<file path="src/sv/hpsr_pkg.sv">
// ----------------------------------------------------------------------------
// hpsr_pkg
// Shared widths, register indexes and the configuration bundle for the
// heading PID controller with integral reset.
// ----------------------------------------------------------------------------
package hpsr_pkg;

    localparam int unsigned GAIN_SHIFT_DEF = 12;

    localparam int unsigned ANGLE_W   = 16;
    localparam int unsigned POS_W     = 32;
    localparam int unsigned GAIN_W    = 24;
    localparam int unsigned LIMIT_W   = 15;
    localparam int unsigned STEP_W    = 16;
    localparam int unsigned ACC_W     = 32;
    localparam int unsigned DRIVE_W   = 16;
    localparam int unsigned CFG_IDX_W = 3;

    // Serial multiplier: gain side goes in one digit per cycle.
    localparam int unsigned DIGIT_W  = 4;
    localparam int unsigned NDIGITS  = GAIN_W / DIGIT_W;
    localparam int unsigned DCNT_W   = $clog2(NDIGITS + 1);
    localparam int unsigned PAR_W    = ACC_W + 1;
    localparam int unsigned HI_W     = PAR_W + DIGIT_W + 1;
    localparam int unsigned PROD_W   = PAR_W + GAIN_W;
    localparam int unsigned SUM_W    = PROD_W + 1;

    localparam logic [LIMIT_W-1:0] INTEG_LIMIT_RST = 15'd32767;
    localparam logic [STEP_W-1:0]  STEP_TIME_RST   = 16'd655;
    localparam int                 DRIVE_MAX       = 32767;

    typedef enum logic [CFG_IDX_W-1:0] {
        REG_PROP_GAIN   = 3'd0,
        REG_DERIV_GAIN  = 3'd1,
        REG_INTEG_GAIN  = 3'd2,
        REG_INTEG_LIMIT = 3'd3,
        REG_STEP_TIME   = 3'd4
    } cfg_reg_t;

    typedef struct packed {
        logic signed [GAIN_W-1:0] prop_gain;
        logic signed [GAIN_W-1:0] deriv_gain;
        logic signed [GAIN_W-1:0] integ_gain;
        logic [LIMIT_W-1:0]       integ_limit;
        logic [STEP_W-1:0]        step_time;
    } cfg_bundle_t;

endpackage

</file>
<file path="src/sv/hpsr_cfg_regs.sv">
// ----------------------------------------------------------------------------
// hpsr_cfg_regs
// Configuration register file: decodes write beats by index and holds the
// gains, integral limit and control period.
// ----------------------------------------------------------------------------
module hpsr_cfg_regs import hpsr_pkg::*; (
    input  logic                 aclk,
    input  logic                 aresetn,
    input  logic                 cfg_valid,
    output logic                 cfg_ready,
    input  logic [CFG_IDX_W-1:0] cfg_addr,
    input  logic [GAIN_W-1:0]    cfg_data,
    output cfg_bundle_t          cfg
);

    cfg_bundle_t cfg_reg;

    assign cfg_ready = 1'b1;
    assign cfg      = cfg_reg;

    always_ff @(posedge aclk) begin
        if (!aresetn) begin
            cfg_reg.prop_gain   <= '0;
            cfg_reg.deriv_gain  <= '0;
            cfg_reg.integ_gain  <= '0;
            cfg_reg.integ_limit <= INTEG_LIMIT_RST;
            cfg_reg.step_time   <= STEP_TIME_RST;
        end else if (cfg_valid) begin
            case (cfg_addr)
                REG_PROP_GAIN:   cfg_reg.prop_gain   <= cfg_data;
                REG_DERIV_GAIN:  cfg_reg.deriv_gain  <= cfg_data;
                REG_INTEG_GAIN:  cfg_reg.integ_gain  <= cfg_data;
                REG_INTEG_LIMIT: cfg_reg.integ_limit <= cfg_data[LIMIT_W-1:0];
                REG_STEP_TIME:   cfg_reg.step_time   <= cfg_data[STEP_W-1:0];
                default: ;  // drop writes to unused indexes
            endcase
        end
    end

endmodule

</file>
<file path="src/sv/hpsr_serial_mul.sv">
// ----------------------------------------------------------------------------
// hpsr_serial_mul
// Digit-serial signed multiplier. The gain operand is shifted in one 4-bit
// digit per cycle, least significant first; the top digit carries the sign.
// ----------------------------------------------------------------------------
module hpsr_serial_mul import hpsr_pkg::*; (
    input  logic                     aclk,
    input  logic                     aresetn,
    input  logic                     start,
    input  logic signed [GAIN_W-1:0] gain,
    input  logic signed [PAR_W-1:0]  par,
    output logic                     done,
    output logic signed [PROD_W-1:0] prod
);

    logic [GAIN_W-1:0]       b_reg;
    logic signed [PAR_W-1:0] a_reg;
    logic signed [HI_W-1:0]  hi_reg;
    logic [GAIN_W-1:0]       lo_reg;
    logic [DCNT_W-1:0]       cnt_reg;
    logic                    done_reg;

    logic                    last_digit;
    logic signed [DIGIT_W:0] digit;
    logic signed [HI_W-1:0]  pp;
    logic signed [HI_W-1:0]  psum;

    always_comb begin
        last_digit = (cnt_reg == DCNT_W'(1));
        digit = last_digit ? {b_reg[DIGIT_W-1], b_reg[DIGIT_W-1:0]}
                           : {1'b0, b_reg[DIGIT_W-1:0]};
        pp   = a_reg * digit;
        psum = hi_reg + pp;
    end

    always_ff @(posedge aclk) begin
        if (!aresetn) begin
            cnt_reg  <= '0;
            done_reg <= 1'b0;
        end else begin
            if (start) begin
                a_reg    <= par;
                b_reg    <= gain;
                hi_reg   <= '0;
                lo_reg   <= '0;
                cnt_reg  <= DCNT_W'(NDIGITS);
                done_reg <= 1'b0;
            end else if (cnt_reg != '0) begin
                // shift the finished low digit out into the low word
                hi_reg   <= psum >>> DIGIT_W;
                lo_reg   <= {psum[DIGIT_W-1:0], lo_reg[GAIN_W-1:DIGIT_W]};
                b_reg    <= b_reg >> DIGIT_W;
                cnt_reg  <= cnt_reg - DCNT_W'(1);
                done_reg <= last_digit;
            end else begin
                done_reg <= 1'b0;
            end
        end
    end

    assign done = done_reg;
    assign prod = {hi_reg[PAR_W-1:0], lo_reg};

endmodule

</file>
<file path="src/sv/heading_pid_sign_reset_top.sv">
// ----------------------------------------------------------------------------
// heading_pid_sign_reset_top
// Heading PID controller: wrapped heading error, saturating error*dt
// integral cleared on target change or error sign change, P + D + clamped I.
//
// Usage:
//   s_* channel carries one beat per control tick (current heading, heading
//   rate, target heading, target x, target y). m_* channel returns one
//   angular_drive beat (Q1.15, within +/-32767) per input beat.
//   cfg_* channel writes gains, integral limit and period by index; it is
//   always ready; the user must write it only while no tick is in flight,
//   which the block itself does not enforce.
// Datapath:
//   Four products (error*dt, Kp, Kd, Ki) go one after the other through a
//   single digit-serial multiplier that takes the gain one digit at a time.
//   A new beat is taken only once the result is in the output register.
// Reset: aresetn (synchronous, active low) clears the integral, the stored
//   error and target, and loads the register reset values.
// Stall: a pending result sits in the output register while the next beat is
//   accepted; the finished sum is loaded once that register is empty or taken.
// ----------------------------------------------------------------------------
module heading_pid_sign_reset_top import hpsr_pkg::*; #(
    parameter int unsigned GAIN_SHIFT = GAIN_SHIFT_DEF
) (
    input  logic                      aclk,
    input  logic                      aresetn,

    input  logic                      cfg_valid,
    output logic                      cfg_ready,
    input  logic [CFG_IDX_W-1:0]      cfg_addr,
    input  logic [GAIN_W-1:0]         cfg_data,

    input  logic                      s_valid,
    output logic                      s_ready,
    input  logic signed [ANGLE_W-1:0] s_current_heading,
    input  logic signed [ANGLE_W-1:0] s_heading_rate,
    input  logic signed [ANGLE_W-1:0] s_target_heading,
    input  logic signed [POS_W-1:0]   s_target_x,
    input  logic signed [POS_W-1:0]   s_target_y,

    output logic                      m_valid,
    input  logic                      m_ready,
    output logic signed [DRIVE_W-1:0] m_angular_drive
);

    typedef enum logic [2:0] {
        ST_IDLE,
        ST_ACC,
        ST_PROP,
        ST_DERIV,
        ST_INTEG,
        ST_OUT
    } state_t;

    cfg_bundle_t cfg;

    state_t                      state_reg;
    logic                        start_reg;
    logic signed [ACC_W-1:0]     integ_acc_reg;
    logic signed [ANGLE_W-1:0]   last_err_reg;
    logic [ANGLE_W-1:0]          last_th_reg;
    logic [POS_W-1:0]            last_tx_reg;
    logic [POS_W-1:0]            last_ty_reg;
    logic                        seen_reg;
    logic signed [ANGLE_W-1:0]   err_reg;
    logic signed [ANGLE_W:0]     rate_neg_reg;
    logic signed [SUM_W-1:0]     sum_reg;
    logic                        m_valid_reg;
    logic signed [DRIVE_W-1:0]   m_drive_reg;

    logic                        s_accept;
    logic                        tgt_change;
    logic signed [ANGLE_W-1:0]   err_in;
    logic signed [ANGLE_W:0]     rate_neg_in;

    logic signed [GAIN_W-1:0]    mul_gain;
    logic signed [PAR_W-1:0]     mul_par;
    logic                        mul_done;
    logic signed [PROD_W-1:0]    mul_prod;

    logic signed [ACC_W+1:0]     acc_sum;
    logic signed [ACC_W-1:0]     acc_sat;
    logic                        sign_flip;
    logic signed [PROD_W-1:0]    gain_term;
    logic signed [PROD_W-1:0]    integ_shift;
    logic signed [PROD_W-1:0]    lim_pos;
    logic signed [DRIVE_W-1:0]   integ_term;
    logic signed [SUM_W-1:0]     drive_hi;
    logic signed [DRIVE_W-1:0]   drive_sat;
    logic                        out_free;
    logic                        start_next;
    logic                        m_valid_next;

    hpsr_cfg_regs u_cfg (
        .aclk      (aclk),
        .aresetn   (aresetn),
        .cfg_valid (cfg_valid),
        .cfg_ready (cfg_ready),
        .cfg_addr  (cfg_addr),
        .cfg_data  (cfg_data),
        .cfg       (cfg)
    );

    hpsr_serial_mul u_mul (
        .aclk    (aclk),
        .aresetn (aresetn),
        .start   (start_reg),
        .gain    (mul_gain),
        .par     (mul_par),
        .done    (mul_done),
        .prod    (mul_prod)
    );

    assign s_ready  = (state_reg == ST_IDLE);
    assign s_accept = s_valid && s_ready;
    assign out_free = !m_valid_reg || m_ready;

    always_comb begin
        tgt_change  = !seen_reg || (s_target_heading != last_th_reg) ||
                      (s_target_x != last_tx_reg) || (s_target_y != last_ty_reg);
        err_in      = s_target_heading - s_current_heading;
        rate_neg_in = -{s_heading_rate[ANGLE_W-1], s_heading_rate};

        case (state_reg)
            ST_ACC: begin
                mul_gain = {{(GAIN_W-STEP_W){1'b0}}, cfg.step_time};
                mul_par  = PAR_W'(err_reg);
            end
            ST_PROP: begin
                mul_gain = cfg.prop_gain;
                mul_par  = PAR_W'(err_reg);
            end
            ST_DERIV: begin
                mul_gain = cfg.deriv_gain;
                mul_par  = PAR_W'(rate_neg_reg);
            end
            ST_INTEG: begin
                mul_gain = cfg.integ_gain;
                mul_par  = PAR_W'(integ_acc_reg);
            end
            default: begin
                mul_gain = '0;
                mul_par  = '0;
            end
        endcase

        // integral update: saturate to 32 bits
        acc_sum = (ACC_W+2)'(integ_acc_reg) + (ACC_W+2)'($signed(mul_prod[PAR_W-1:0]));
        if (acc_sum[ACC_W+1:ACC_W-1] == 3'b000 || acc_sum[ACC_W+1:ACC_W-1] == 3'b111) begin
            acc_sat = acc_sum[ACC_W-1:0];
        end else if (acc_sum[ACC_W+1]) begin
            acc_sat = {1'b1, {(ACC_W-1){1'b0}}};
        end else begin
            acc_sat = {1'b0, {(ACC_W-1){1'b1}}};
        end
        sign_flip = (last_err_reg != '0) && (err_reg != '0) &&
                    (last_err_reg[ANGLE_W-1] != err_reg[ANGLE_W-1]);

        // arithmetic shift rounds toward minus infinity
        gain_term   = mul_prod >>> GAIN_SHIFT;
        integ_shift = mul_prod >>> (GAIN_SHIFT + 16);
        lim_pos     = PROD_W'(cfg.integ_limit);
        if (integ_shift > lim_pos) begin
            integ_term = DRIVE_W'(cfg.integ_limit);
        end else if (integ_shift < -lim_pos) begin
            integ_term = -DRIVE_W'(cfg.integ_limit);
        end else begin
            integ_term = integ_shift[DRIVE_W-1:0];
        end

        drive_hi = SUM_W'(DRIVE_MAX);
        if (sum_reg > drive_hi) begin
            drive_sat = DRIVE_W'(DRIVE_MAX);
        end else if (sum_reg < -drive_hi) begin
            drive_sat = -DRIVE_W'(DRIVE_MAX);
        end else begin
            drive_sat = sum_reg[DRIVE_W-1:0];
        end

        // kick the multiplier on an accepted beat and after each product but the last
        start_next = s_accept ||
                     (mul_done && (state_reg == ST_ACC || state_reg == ST_PROP ||
                                   state_reg == ST_DERIV));

        if (state_reg == ST_OUT && out_free) begin
            m_valid_next = 1'b1;
        end else if (m_valid_reg && m_ready) begin
            m_valid_next = 1'b0;
        end else begin
            m_valid_next = m_valid_reg;
        end
    end

    always_ff @(posedge aclk) begin
        if (!aresetn) begin
            state_reg     <= ST_IDLE;
            start_reg     <= 1'b0;
            integ_acc_reg <= '0;
            last_err_reg  <= '0;
            last_th_reg   <= '0;
            last_tx_reg   <= '0;
            last_ty_reg   <= '0;
            seen_reg      <= 1'b0;
            m_valid_reg   <= 1'b0;
        end else begin
            start_reg   <= start_next;
            m_valid_reg <= m_valid_next;
            case (state_reg)
                ST_IDLE: begin
                    if (s_accept) begin
                        if (tgt_change) begin
                            integ_acc_reg <= '0;
                            last_th_reg   <= s_target_heading;
                            last_tx_reg   <= s_target_x;
                            last_ty_reg   <= s_target_y;
                            seen_reg      <= 1'b1;
                        end
                        err_reg      <= err_in;
                        rate_neg_reg <= rate_neg_in;
                        state_reg    <= ST_ACC;
                    end
                end
                ST_ACC: begin
                    if (mul_done) begin
                        integ_acc_reg <= sign_flip ? '0 : acc_sat;
                        last_err_reg  <= err_reg;
                        state_reg     <= ST_PROP;
                    end
                end
                ST_PROP: begin
                    if (mul_done) begin
                        sum_reg   <= SUM_W'(gain_term);
                        state_reg <= ST_DERIV;
                    end
                end
                ST_DERIV: begin
                    if (mul_done) begin
                        sum_reg   <= sum_reg + SUM_W'(gain_term);
                        state_reg <= ST_INTEG;
                    end
                end
                ST_INTEG: begin
                    if (mul_done) begin
                        sum_reg   <= sum_reg + SUM_W'(integ_term);
                        state_reg <= ST_OUT;
                    end
                end
                ST_OUT: begin
                    // hold the sum until the output register frees up
                    if (out_free) begin
                        m_drive_reg <= drive_sat;
                        state_reg   <= ST_IDLE;
                    end
                end
                default: state_reg <= ST_IDLE;
            endcase
        end
    end

    assign m_valid         = m_valid_reg;
    assign m_angular_drive = m_drive_reg;

    a_busy_after_accept: assert property (@(posedge aclk) disable iff (!aresetn)
        s_accept |=> !s_ready)
        else $error("input taken while previous tick still in flight");

    a_done_in_mul_state: assert property (@(posedge aclk) disable iff (!aresetn)
        mul_done |-> (state_reg == ST_ACC || state_reg == ST_PROP ||
                      state_reg == ST_DERIV || state_reg == ST_INTEG))
        else $error("multiplier finished outside a product step");

    a_result_from_out: assert property (@(posedge aclk) disable iff (!aresetn)
        $rose(m_valid_reg) |-> $past(state_reg == ST_OUT))
        else $error("result raised without a finished sum");

    a_drive_range: assert property (@(posedge aclk) disable iff (!aresetn)
        m_valid_reg |-> (m_drive_reg != {1'b1, {(DRIVE_W-1){1'b0}}}))
        else $error("drive outside the saturated range");

    a_target_seen: assert property (@(posedge aclk) disable iff (!aresetn)
        s_accept |=> seen_reg)
        else $error("target not recorded after an input beat");

endmodule

</file>
<file path="config.mk">
export PLATFORM = sky130hd
export DESIGN_NAME = heading_pid_sign_reset_top
export DESIGN_NICKNAME = d
export VERILOG_FILES = /design/src/sv/hpsr_pkg.sv /design/src/sv/hpsr_cfg_regs.sv /design/src/sv/hpsr_serial_mul.sv /design/src/sv/heading_pid_sign_reset_top.sv
export SDC_FILE = /design/constraint.sdc
export NUM_CORES = 2
export LEC_CHECK = 0
export BUFFER_PORTS_ARGS = -buffer_cell sky130_fd_sc_hd__buf_2
export CAP_MARGIN = 0
export CORE_UTILIZATION = 60
export DETAILED_ROUTE_END_ITERATION = 8
export PLACE_DENSITY = 0.83
export SETUP_SLACK_MARGIN = 0.5
export SLEW_MARGIN = 30
export SYNTH_ARGS = -nofsm -noshare
export SYNTH_HDL_FRONTEND = slang
export SYNTH_SLANG_ARGS = --single-unit
export TNS_END_PERCENT = 5
</file>
<file path="constraint.sdc">
create_clock -name aclk -period 16.8 [get_ports aclk]
set_clock_uncertainty 0.1 [all_clocks]
set_input_delay 0 -clock aclk [delete_from_list [all_inputs] [get_ports aclk]]
set_output_delay 0 -clock aclk [all_outputs]
set_load 0.005 [all_outputs]
</file>
== Yosys cells after proc, flatten, opt, wreduce, memory -nomap -nowiden ==
Index checks and enable logic that the tools add are counted.

* Register bits after elaboration: 467
* Input port bits: 144
* Output and inout port bits: 19
* Word-level logic and storage cells: 140

* Add/sub/neg operators: 9
* Multiply operators: 1
* $lt $le $gt $ge: 4
* Eq/ne operators: 22
* Muxes and demuxes: 32
* Bitwise gates (word level): 2
* Reduce and logical (&&, ||, !) cells: 44

{| class="wikitable"
|+ Operators by type and width
! operator !! count
|-
| 2-to-1 mux 32 bit || 6
|-
| 2-to-1 mux 58 bit || 3
|-
| case mux 58 bit (3 select lines) || 1
|-
| case mux 33 bit (3 select lines) || 1
|-
| case mux 24 bit (4 select lines) || 1
|-
| 2-to-1 mux 24 bit || 3
|-
| != test 32 bit || 2
|-
| case mux 32 bit (2 select lines) || 1
|-
| adder 58 x 16 -> 58 bit || 1
|-
| adder 58 x 45 -> 58 bit || 1
|-
| greater-than comparator 58 x 16 -> 1 bit (second input constant) || 1
|-
| < comparator 58 x 16 -> 1 bit (second input constant) || 1
|-
| < comparator 29 x 57 -> 1 bit || 1
|-
| negation 15 -> 57 bit || 1
|-
| 2-to-1 mux 16 bit || 3
|-
| adder 38 bit || 1
|-
| multiplier 33 x 5 -> 38 bit || 1
|-
| 2-to-1 mux 38 bit || 1
|-
| adder 32 x 33 -> 34 bit || 1
|-
| nonzero test 16 bit || 2
|-
| greater-than comparator 29 x 16 -> 1 bit || 1
|-
| 2-to-1 mux 3 bit || 8
|-
| case mux 3 bit (6 select lines) || 1
|-
| negation 17 bit || 1
|-
| 26 further kinds || 70
|}

== Depth between registers and ports, before layout ==
* Depth after elaboration: 7
* Gate-level depth with buffers: 36
* Gate-level depth less buffers: 34

== By module ==
Synthesis repeated with hierarchy kept, for this count alone.

* Cells, all modules: 3801
* Area total of the unflattened synthesis: 34941.0 um^2

{| class="wikitable"
|+ By module, submodules not included
! module !! times used !! cells each !! area each (um^2) !! sequential area each (um^2)
|-
| heading_pid_sign_reset_top || 1 || 2295 || 19338.5 || 5895.7
|-
| hpsr_serial_mul || 1 || 1122 || 11574.9 || 3533.4
|-
| hpsr_cfg_regs || 1 || 384 || 4027.6 || 2062.0
|}

== Worst setup path before layout ==
OpenSTA, ideal clock, no wires.

* Path kind: reg2reg
* Start point: reg u_cfg.cfg_reg, in the netlist u_cfg.cfg[17]
* End point: reg sum_reg[52] (data pin)
* Setup time: 255 ps
* Arrival: 6449 ps
* Data required time: 16445 ps
* Path slack: 9996 ps
* Cell stages (with the launch flop): 36
* Buffers on the path: 3
* Period minus slack after synthesis: 6804 ps
* Cell sequence: dfxtp_1 > inv_1 > ha_1 > or4b_1 > buf_2 > nor2_1 > nand2_1 > nor2_1 > ha_1 > inv_1 > ha_1 > nand2_1 > nor3_1 > a21oi_1 > nand4_1 > a31oi_1 > o31ai_2 > a21oi_2 > or2_1 > buf_2 > buf_6 > mux2i_1 > a21oi_1 > o21ai_0 > ha_1 > a21o_1 > a21o_1 > a21o_1 > a311o_1 > a31oi_1 > o21a_1 > o31a_1 > o21a_1 > a21oi_1 > or4_1 > and3_1

* Cells in the longest elaborated chain, start to end: 7
* Elaborated cells between the ends (all ways): 9
* Those cells by class: add/sub (3); order compare (2); mux (4)

{| class="wikitable"
|+ Ends and longest elaborated chain
! item !! RTL line !! source
|-
| start, declared || hpsr_cfg_regs.sv:16 || <nowiki>cfg_bundle_t cfg_reg;</nowiki>
|-
| negation 15 -> 57 bit || heading_pid_sign_reset_top.sv:165 || <nowiki>end else if (integ_shift < -lim_pos) begin</nowiki>
|-
| < comparator 29 x 57 -> 1 bit || heading_pid_sign_reset_top.sv:165 ||
|-
| 2-to-1 mux 16 bit || heading_pid_sign_reset_top.sv:165 ||
|-
| 2-to-1 mux 16 bit * || heading_pid_sign_reset_top.sv:163 || <nowiki>if (integ_shift > lim_pos) begin</nowiki>
|-
| adder 58 x 16 -> 58 bit * || heading_pid_sign_reset_top.sv:244 || <nowiki>sum_reg <= sum_reg + SUM_W'(integ_term);</nowiki>
|-
| 2-to-1 mux 58 bit * || heading_pid_sign_reset_top.sv:243 || <nowiki>if (mul_done) begin</nowiki>
|-
| case mux 58 bit (3 select lines) * || heading_pid_sign_reset_top.sv:208 || <nowiki>case (state_reg)</nowiki>
|-
| end signal, assigned || heading_pid_sign_reset_top.sv:232 || <nowiki>sum_reg <= SUM_W'(gain_term);</nowiki>
|-
| end signal, assigned || heading_pid_sign_reset_top.sv:238 || <nowiki>sum_reg <= sum_reg + SUM_W'(gain_term);</nowiki>
|-
| end signal, assigned || heading_pid_sign_reset_top.sv:244 ||
|-
| end, declared || heading_pid_sign_reset_top.sv:67 || <nowiki>logic signed [SUM_W-1:0] sum_reg;</nowiki>
|}

Every way passes the cells marked *; elsewhere a longest branch is shown, timed or not. The select of a mux whose other input is x is not followed.
A chain may end at the register's enable or synchronous reset.

== Worst setup path after layout ==
* Start point: reg u_cfg.cfg_reg, in the netlist u_cfg.cfg[17]
* End point: reg sum_reg[57] (data pin)

Same word-level chain as after synthesis.

==> flow_metrics.py <==
metrics = {
    "logic_synthesis": {
        "synth.top_cell.area_share_pct": 20.2,
        "synthArstFlopShare_pct": 0,
        "register_bit_count_reported_by_yosys": 462,
        "syn_nets": 4165,
        "synth_area_leaders": "edfxtp_1 (20%), dfxtp_1 (15%), ha_1 (9.0%), fa_1 (8.3%), nand2_1 (5.5%)",
        "edff_count_synth": 221,
        "syn-instance-count": 3648,
        "synth_common_cells": "nand2_1 (482), nor2_1 (316), a21oi_1 (294)",
        "mappedNetlistArea_mm2": 0.0329,
        "synth_area_per_cell_um2": 9.01,
        "yosysUniqueCellTypes": 85,
        "synth_sequential_area_ratio_pct": 34.9,
        "postSynth.topFlopCell": "dfxtp_1",
        "post-synth-top-area-cell": "edfxtp_1",
        "yosysWarnings": 0,
        "yosysMostFrequentCell": "nand2_1",
    },
    "worst_setup_path": {
        "critical-path-top-delay-family": "compound AO/OA/AOI/OAI gates",
        "worst-path-buf-inv": 1,
        "path_max_fanout": 14,
        "worstPathArrival_ns": 9.13,
        "crit_path_max_incr_delay_ns": 0.82,
        "crit_path_start_kind": "register",
        "critPathSlowestCell": "a2111oi_1",
        "critical_path.endpoint_type": "register",
        "crit_required_ns": 17.15,
        "setup.worst_path.class": "register to register",
    },
    "final_layout": {
        "final.fill_count": 3783,
        "largest_register_ffs": 103,
        "final_net_count": 4426,
        "flow.area_growth_from_synthesis_pct": 15.2,
        "post_route_utilization_pct": 70.2,
        "sequential_cell_area_mm2": 0.0115,
        "count_of_placed_standard_cells_in_the_final_layout_fillers_left_out": 4651,
        "drive_above_1_share_pct": 8.83,
        "multiInputGateArea_mm2": 0.0200,
    },
    "global_routing": {
        "grt_first_pass_wirelength_um": 158000,
        "grt_max_degree": 83,
        "via_count_of_the_first_global_routing_pass": 29300,
        "antenna_found_initial": 4,
        "grt_util_all_layers_pct": 35.7,
        "grt.overflow.total": 0,
    },
    "drt": {
        "route.final.wire_length_um": 99700,
        "route.detailed.drc": 0,
        "drt-pass1-iter-count": 6,
        "vias": 29200,
        "m1WireLength_um": 38300,
        "met3_length_um": 8440,
        "post_drt_wl_per_cell_um": 21.4,
        "mean_number_of_vias_per_cell": 6.28,
        "drt-initial-drc-count": 2740,
        "highest_layer": "met4",
        "dr_wl_met2_um": 46800,
        "route.antenna.remaining_nets": 0,
    },
    "sta": {
        "final_max_slew_viol_count": 0,
        "report.final.setup_viol": 0,
        "rsz0062_at_grt": "no",
        "worst_slew_pin_slew_ns": 0.994,
        "timing.slew.headroom_pct": 33.7,
        "hold_worst_slack_ns": 0.0718,
        "report.final.hold_viol_count": 0,
        "max_freq_mhz": 114,
        "fin_tns_setup_ns": 0,
        "final.min_clock_period_ns": 8.78,
        "final.period_utilization_pct": 52.3,
    },
    "placed_design": {
        "io_buffer_count": 161,
        "numPlacedInstances": 4371,
        "detailed_place_hpwl_um": 64300,
        "routabilityCongestion": 0.971,
    },
    "clock_tree": {
        "clock-root-buffer": "clkbuf_16",
        "post-cts-setup-buffers": 0,
        "clock-sinks": 462,
        "hold_buffers": 181,
        "cts.reportedPaths.clkPinSlew_ns": 0.06,
        "cts-buffers-inserted": 51,
        "tritoncts": "built",
        "cts-resized-gates": 0,
        "h-tree-depth": 2,
        "insertion_delay_ns": 0.63,
        "cts-root-to-sink-buffers": 3,
    },
    "floorplan": {
        "boundaryPins": 163,
        "die_w_um": 236,
        "fp-row-count": 85,
        "fp.coreArea_mm2": 0.0539,
        "initial_core_util_pct": 60.9,
        "die_footprint_mm2": 0.0557,
        "floorplan.die.height_um": 236,
    },
    "run_status": {
        "outcome": "finished clean",
    },
    "power": {
        "design_power_mw": 6.25,
        "vdd_drop_max_uv": 143,
        "p_per_area_mw_per_mm2": 165,
        "leakagePower_nw": 16.3,
    },
    "worst_hold_path": {
        "hold_path.class": "input port to register",
    },
    "job": {
        "maximum_capacitance_violations": 0,
    },
}
[layout by cell type (no fill, tap or decap), types with 67 or more instances in the layout]
| cell type | Yosys | routed |
|---|---|---|
| dfxtp_1 | 241 | 238 |
| mux2i_1 | 106 | 106 |
| nand2_1 | 482 | 481 |
| o21ai_0 | 160 | 160 |
| and2_1 | 69 | 67 |
| inv_1 | 218 | 218 |
| nor2_1 | 316 | 311 |
| buf_2 | 5 | 161 |
| ha_1 | 236 | 236 |
| edfxtp_1 | 221 | 221 |
| a21oi_1 | 294 | 292 |
| dlygate4sd3_1 | 0 | 181 |
| xor2_1 | 89 | 89 |
| xnor2_1 | 107 | 107 |
| fa_1 | 137 | 137 |
| a21o_1 | 95 | 95 |
[cell families (layout without fill, tap and decap cells)]
logic type                 after synthesis  in the layout  synth area share, %
AOI/OAI and AO/OA                      839            839                 16.3
DFF                                    462            462                 34.9
and+or+nand+nor                       1255           1255                 17.7
adders and majority gates              375            375                 17.4
buffers and inverters                  392            696                 4.54
muxes                                  128            128                 3.98
other                                    1              4               0.0114
xor gates and xnor gates               196            196                 5.22
[worst min-delay path, cell delays in order]
cell and delay, ns:
buf_2 0.12, and3_1 0.41, nand2_1 0.17, a21oi_1 0.05
[power by group]
group | internal (mW) | leakage [nW] | switching [mW]
registers | 1.43 | 4.01 | 0.206
clock network | 0.667 | 0.865 | 0.512
logic | 1.46 | 11.4 | 1.98
total | 3.56 | 16.3 | 2.69
[layout make-up]
type	instances	area share (%)
diodes	3	0.0198
clock inverters	26	0.761
clock buffers	70	3.87
flip-flops and latches	462	30.3
repair buffers	379	7.68
multi-input cells	2794	52.9
well taps	696	2.30
inverters	221	2.21
[path summary, 6_finish.rpt]
path	start	end	slack, ns	cells after the start
worst max-delay path	u_cfg.cfg[17]	sum_reg[57]	8.02	29
worst min-delay path	cfg_addr[2]	u_cfg.cfg[8]	0.07	4
worst max register to register	u_cfg.cfg[17]	sum_reg[57]	8.02	29
worst min register to register	u_cfg.cfg[67]	u_cfg.cfg[67]	0.35	2
[through the flow]
| stage | area [µm²] | setup slack [ns] |
|---|---|---|
| after floorplan | 32900 | 10.0 |
| after global placement | 34200 | 8.40 |
| after detailed placement | 34300 | 8.15 |
| after CTS | 37800 | 8.09 |
| after global routing | 37800 | 7.30 |
| final | 37800 | 8.02 |
[metal layers]
metal  vias up  track usage, %
li1      13400               -
met1     13900            43.8
met2      1558            59.0
met3       385            6.51
met4         0            20.7
met5         -               0
Note: power is estimated with default switching activity, not from simulation.
